$ cat src/rtl/fixed_width_unsigned_alu_core_macros.svh
// Assertion macros used by the unsigned ALU top level.
`ifndef FIXED_WIDTH_UNSIGNED_ALU_CORE_MACROS_SVH
`define FIXED_WIDTH_UNSIGNED_ALU_CORE_MACROS_SVH

// Same-cycle implication, checked outside reset.
`define FWALU_ASSERT_IMP(label, clk, rst_n, ante, cons, msg) \
	label: assert property (@(posedge clk) disable iff (!(rst_n)) (ante) |-> (cons)) \
		else $error(msg);

// Next-cycle implication, checked outside reset.
`define FWALU_ASSERT_NEXT(label, clk, rst_n, ante, cons, msg) \
	label: assert property (@(posedge clk) disable iff (!(rst_n)) (ante) |=> (cons)) \
		else $error(msg);

`endif

$ cat src/rtl/fwalu_pkg.sv
// Types and constants shared by the unsigned ALU modules.
package fwalu_pkg;

	typedef enum logic [3:0] {
		OP_ADD = 4'd0,
		OP_SUB = 4'd1,
		OP_MUL = 4'd2,
		OP_DIV = 4'd3,
		OP_MOD = 4'd4,
		OP_SHL = 4'd5,
		OP_SHR = 4'd6,
		OP_EQ  = 4'd7,
		OP_LT  = 4'd8,
		OP_NOP = 4'd15
	} alu_op_t;

	localparam int OPND_W      = 32;
	localparam int SHIFT_W     = 6;
	localparam int QUEUE_DEPTH = 4;
	localparam int QUEUE_PTR_W = 2;
	localparam int QUEUE_CNT_W = 3;

	typedef struct packed {
		alu_op_t              op;
		logic [OPND_W-1:0]    a;
		logic [OPND_W-1:0]    b;
		logic [SHIFT_W-1:0]   sh;
	} q_entry_t;

endpackage

$ cat src/rtl/fwalu_queue.sv
// Small FIFO between the front end and the execution pipeline.
module fwalu_queue (
	input  logic                clk,
	input  logic                arst_n,
	input  logic                push,
	input  fwalu_pkg::q_entry_t push_data,
	output logic                full,
	input  logic                pop,
	output logic                not_empty,
	output fwalu_pkg::q_entry_t pop_data
);

	fwalu_pkg::q_entry_t                   mem_q [fwalu_pkg::QUEUE_DEPTH];
	logic [fwalu_pkg::QUEUE_PTR_W-1:0]     wr_ptr_q;
	logic [fwalu_pkg::QUEUE_PTR_W-1:0]     rd_ptr_q;
	logic [fwalu_pkg::QUEUE_CNT_W-1:0]     count_q;

	assign full      = (count_q == fwalu_pkg::QUEUE_CNT_W'(fwalu_pkg::QUEUE_DEPTH));
	assign not_empty = (count_q != '0);
	assign pop_data  = mem_q[rd_ptr_q];

	always_ff @(posedge clk) begin
		if (push) begin
			mem_q[wr_ptr_q] <= push_data;
		end
	end

	always_ff @(posedge clk or negedge arst_n) begin
		if (!arst_n) begin
			wr_ptr_q <= '0;
			rd_ptr_q <= '0;
			count_q  <= '0;
		end else begin
			if (push) begin
				wr_ptr_q <= wr_ptr_q + 1'b1;
			end
			if (pop) begin
				rd_ptr_q <= rd_ptr_q + 1'b1;
			end
			if (push && !pop) begin
				count_q <= count_q + 1'b1;
			end else if (pop && !push) begin
				count_q <= count_q - 1'b1;
			end
		end
	end

endmodule

$ cat config.mk
export PLATFORM = sky130hd
export DESIGN_NAME = fwalu_queue
export DESIGN_NICKNAME = d
export VERILOG_FILES = /design/src/rtl/fixed_width_unsigned_alu_core_macros.svh /design/src/rtl/fwalu_pkg.sv /design/src/rtl/fwalu_queue.sv
export SDC_FILE = /design/constraint.sdc
export NUM_CORES = 1
export LEC_CHECK = 0
export ABC_CLOCK_PERIOD_IN_PS = 5400
export BUFFER_PORTS_ARGS = -buffer_cell sky130_fd_sc_hd__buf_2
export CAP_MARGIN = 20
export CORE_AREA = 2 2 104 207
export DETAILED_ROUTE_END_ITERATION = 10
export DIE_AREA = 0 0 106 209
export PLACE_DENSITY = 0.83
export SETUP_SLACK_MARGIN = 0.1
export SYNTH_ARGS = -nofsm -noshare
export SYNTH_HDL_FRONTEND = slang
export SYNTH_SLANG_ARGS = --single-unit
export TNS_END_PERCENT = 20
$ cat constraint.sdc
create_clock -name clk -period 5.4 [get_ports clk]
set_clock_uncertainty 0.1 [all_clocks]
set_input_delay 0.54 -clock clk [delete_from_list [all_inputs] [get_ports clk]]
set_output_delay 0.54 -clock clk [all_outputs]
set_load 0.03 [all_outputs]
==> impl_metrics.py <==
metrics = {
    "routing": {
        "via_per_inst": 5.590,
        "totalWireLength_um": 18860,
        "antenna_left": 0,
        "first_pass_iters": 7,
        "wl_per_cell_um": 21.36,
        "drcViolationCount": 0,
        "drt_iter0_markers": 337,
        "vias": 4936,
    },
    "cells_and_area": {
        "nets": 676,
        "synthToLayoutAreaGrowth_pct": 17.20,
        "final_cell_mix": "edfxtp_1, buf_2, mux4_2",
        "layout_commonest_cell": "edfxtp_1",
        "final_layout_size_suffix_gt1_frac": 0.4559,
        "fillCellCount": 1390,
    },
    "yosys": {
        "avgSynthCellArea_um2": 26.41,
        "synth_xor_area_frac": 0.004727,
        "synth_nets": 505,
        "synth_area_um2": 11120,
        "ys_types": 20,
        "yosys.area_share.simple": 0.004501,
        "synth_seq_cells": 303,
        "synth-compound-area-share": 0.0004501,
        "syn_inst": 421,
        "ys_seq_area_frac": 0.8152,
        "muxShareOfSynthArea": 0.1509,
        "synth-adder-area-share": 0.007427,
        "yosys_warnings": 0,
        "synth_top_family_by_area": "multiplexers",
    },
    "min_path": {
        "min-delay-start": "push_data[72]",
        "hp-class": "in -> reg",
    },
    "sta": {
        "hold_ws_ns": 0.1253,
        "rsz0062_at_grt": "no",
        "period_share": 0.6490,
        "hold_viol_final": 0,
        "max-slew-margin-rel": 0.2769,
        "setup_viol": 0,
        "setup_tns_ns": 0,
        "finalCriticalPeriod_ns": 3.505,
        "drv_slew": 0,
        "max_freq_mhz": 285.3,
        "tightest_slew_ns": 1.085,
    },
    "worst_setup_path": {
        "worstSetupStartpoint": "rd_ptr_q[0]$_DFFE_PN0P_",
        "r2r_end": "mem_q[0][34]$_DFFE_PP_",
        "r2r_setup_slack_ns": 3.09,
        "cp-end-kind": "output pin",
        "crit_path_end": "pop_data[71]",
        "worstSetupStartpointType": "register",
        "path_class": "reg -> out",
        "crit_path_max_fanout": 49,
        "required_ns": 4.76,
        "rr_startpoint": "wr_ptr_q[1]$_DFFE_PN0P_",
        "crit_arrival_ns": 2.86,
        "reg2reg_depth": 4,
    },
    "grt": {
        "track_usage": 0.1742,
        "grt_pass1_vias": 5198,
        "grt_max_degree": 76,
        "antenna_found_initial": 6,
        "grt_pass1_wl_um": 28930,
        "grt_overflow": 0,
    },
    "placement": {
        "post-dp-hpwl_um": 11510,
        "port_buffers": 153,
        "routabilityCongestion": 0.7206,
    },
    "floorplan": {
        "core_region_area_um2": 20740,
        "die_y_um": 209,
        "start_util": 0.5361,
        "die_area_um2": 22150,
        "rows": 75,
        "die_x_um": 106,
        "io_pins": 154,
    },
    "status": {
        "status": "complete, no violations",
    },
    "clock_network": {
        "clk_latency_ns": 0.52,
        "cts.repair.resized": 0,
        "cts_root_buf": "clkbuf_16",
        "cts_inserted_buffers": 26,
        "htree_levels": 1,
        "clock_path_buffers": 3,
        "cts_tree": "yes",
        "clkTransAtPathRegs_ns": 0.07,
        "clock-sinks": 303,
    },
    "power_and_ir_drop": {
        "power_frac_comb": 0.306,
        "clkPwrFrac": 0.246,
        "internal_power_mw": 5.102,
        "p_seq_frac": 0.448,
        "ir_drop_v": 0.0003999,
        "p_leak_nw": 4.461,
        "power.switching_mw": 2.508,
        "swShare": 0.3296,
        "power_per_cell_area_nw_per_um2": 584.1,
    },
    "flow_run": {
        "cap_viol_max_count": 0,
    },
}
==> worst min path at each step <==
stage / to / depth (start not counted) / slack [ns]
floorplan: count_q[0]$_DFFE_PN0P_ / 0 / 0.14
CTS: mem_q[0][68]$_DFFE_PP_ / 1 / 0.10
finish: mem_q[0][72]$_DFFE_PP_ / 1 / 0.13
global placement: count_q[2]$_DFFE_PN0P_ / 1 / 0.28
global route: mem_q[2][18]$_DFFE_PP_ / 1 / 0.11
detailed placement: count_q[2]$_DFFE_PN0P_ / 1 / 0.28
==> cell usage after synthesis <==
cell type / count / area (um^2)
buf_12: 5 / 100.1
buf_4: 3 / 22.52
xor2_1: 4 / 35.03
nor2_1: 1 / 3.750
mux2_2: 1 / 11.26
fa_1: 1 / 20.02
buf_2: 6 / 30.03
inv_1: 4 / 15.01
and2_1: 4 / 25.02
edfxtp_1: 296 / 8889
nor3b_1: 1 / 7.510
ha_1: 5 / 62.56
mux4_2: 74 / 1667
nand2_1: 2 / 7.510
clkbuf_1: 2 / 7.510
xnor2_1: 2 / 17.52
dfrtp_1: 7 / 175.2
buf_6: 1 / 11.26
o21ai_0: 1 / 5.000
or3_1: 1 / 6.260
==> cell families (layout without fill, tap and decap cells) <==
family          Yosys count  in the layout
flops                   303            303
xor+xnor                  6              6
fa+ha+maj                 6              6
simple gates              9              9
mux                      75             75
other cells               0              2
compound gates            1              1
buf+inv                  21            212
==> layer usage <==
metal | track usage | part of all wire
met3 | 0.04304 | 0.073
met4 | 0.05218 | 0.015
met5 | 0 | 0.0033
met2 | 0.2848 | 0.50
met1 | 0.2355 | 0.41
==> per-stage QoR <==
step                  util  total power, mW  cells  cell area, um^2  setup WS [ns]
floorplan                -            5.227    421            11120          2.515
detailed placement  0.5850            5.828    832            12130          2.376
finish              0.6283            7.611    883            13030          1.895
global placement    0.5837            5.757    831            12100          2.409
CTS                 0.6281            7.716    881            13030          1.794
global route        0.6281            7.929    881            13030          1.679
==> timing repair <==
| action | 4_1_cts | 5_1_grt |
|---|---|---|
| buffers inserted | 0 | 0 |
| hold buffers | 1 | 0 |
| hold endpoints to repair | 7 | 0 |
==> registers in the layout (all words and copies together), names as in the netlist <==
name      flops
count_q       3
mem_q       296
rd_ptr_q      2
wr_ptr_q      2
==> power groups by stage <==
stage                     clock [mW]  combinational (mW)  sequential, mW
final                           1.88                2.33            3.41
after global routing            2.00                2.46            3.47
after CTS                       1.92                2.37            3.43
after detailed placement           0                2.35            3.48
after global placement             0                2.31            3.45
after floorplan                    0                2.01            3.22
==> critical path: stages, from the launching register on <==
cell and delay (ns):
dfrtp_4 1.08, buf_4 0.45, mux4_2 0.56, buf_2 0.20
==> cell type report <==
type	instances	area, um^2	area share
diodes	2	5.005	0.0003841
clock buffers	31	690.7	0.05301
clock inverters	17	192.7	0.01479
inverters	4	15.01	0.001152
multi-input cells	97	1878	0.1441
flip-flops and latches	303	9071	0.6962
well taps	269	336.6	0.02583
repair buffers	160	840.8	0.06453
(Power assumes the default switching activity.)
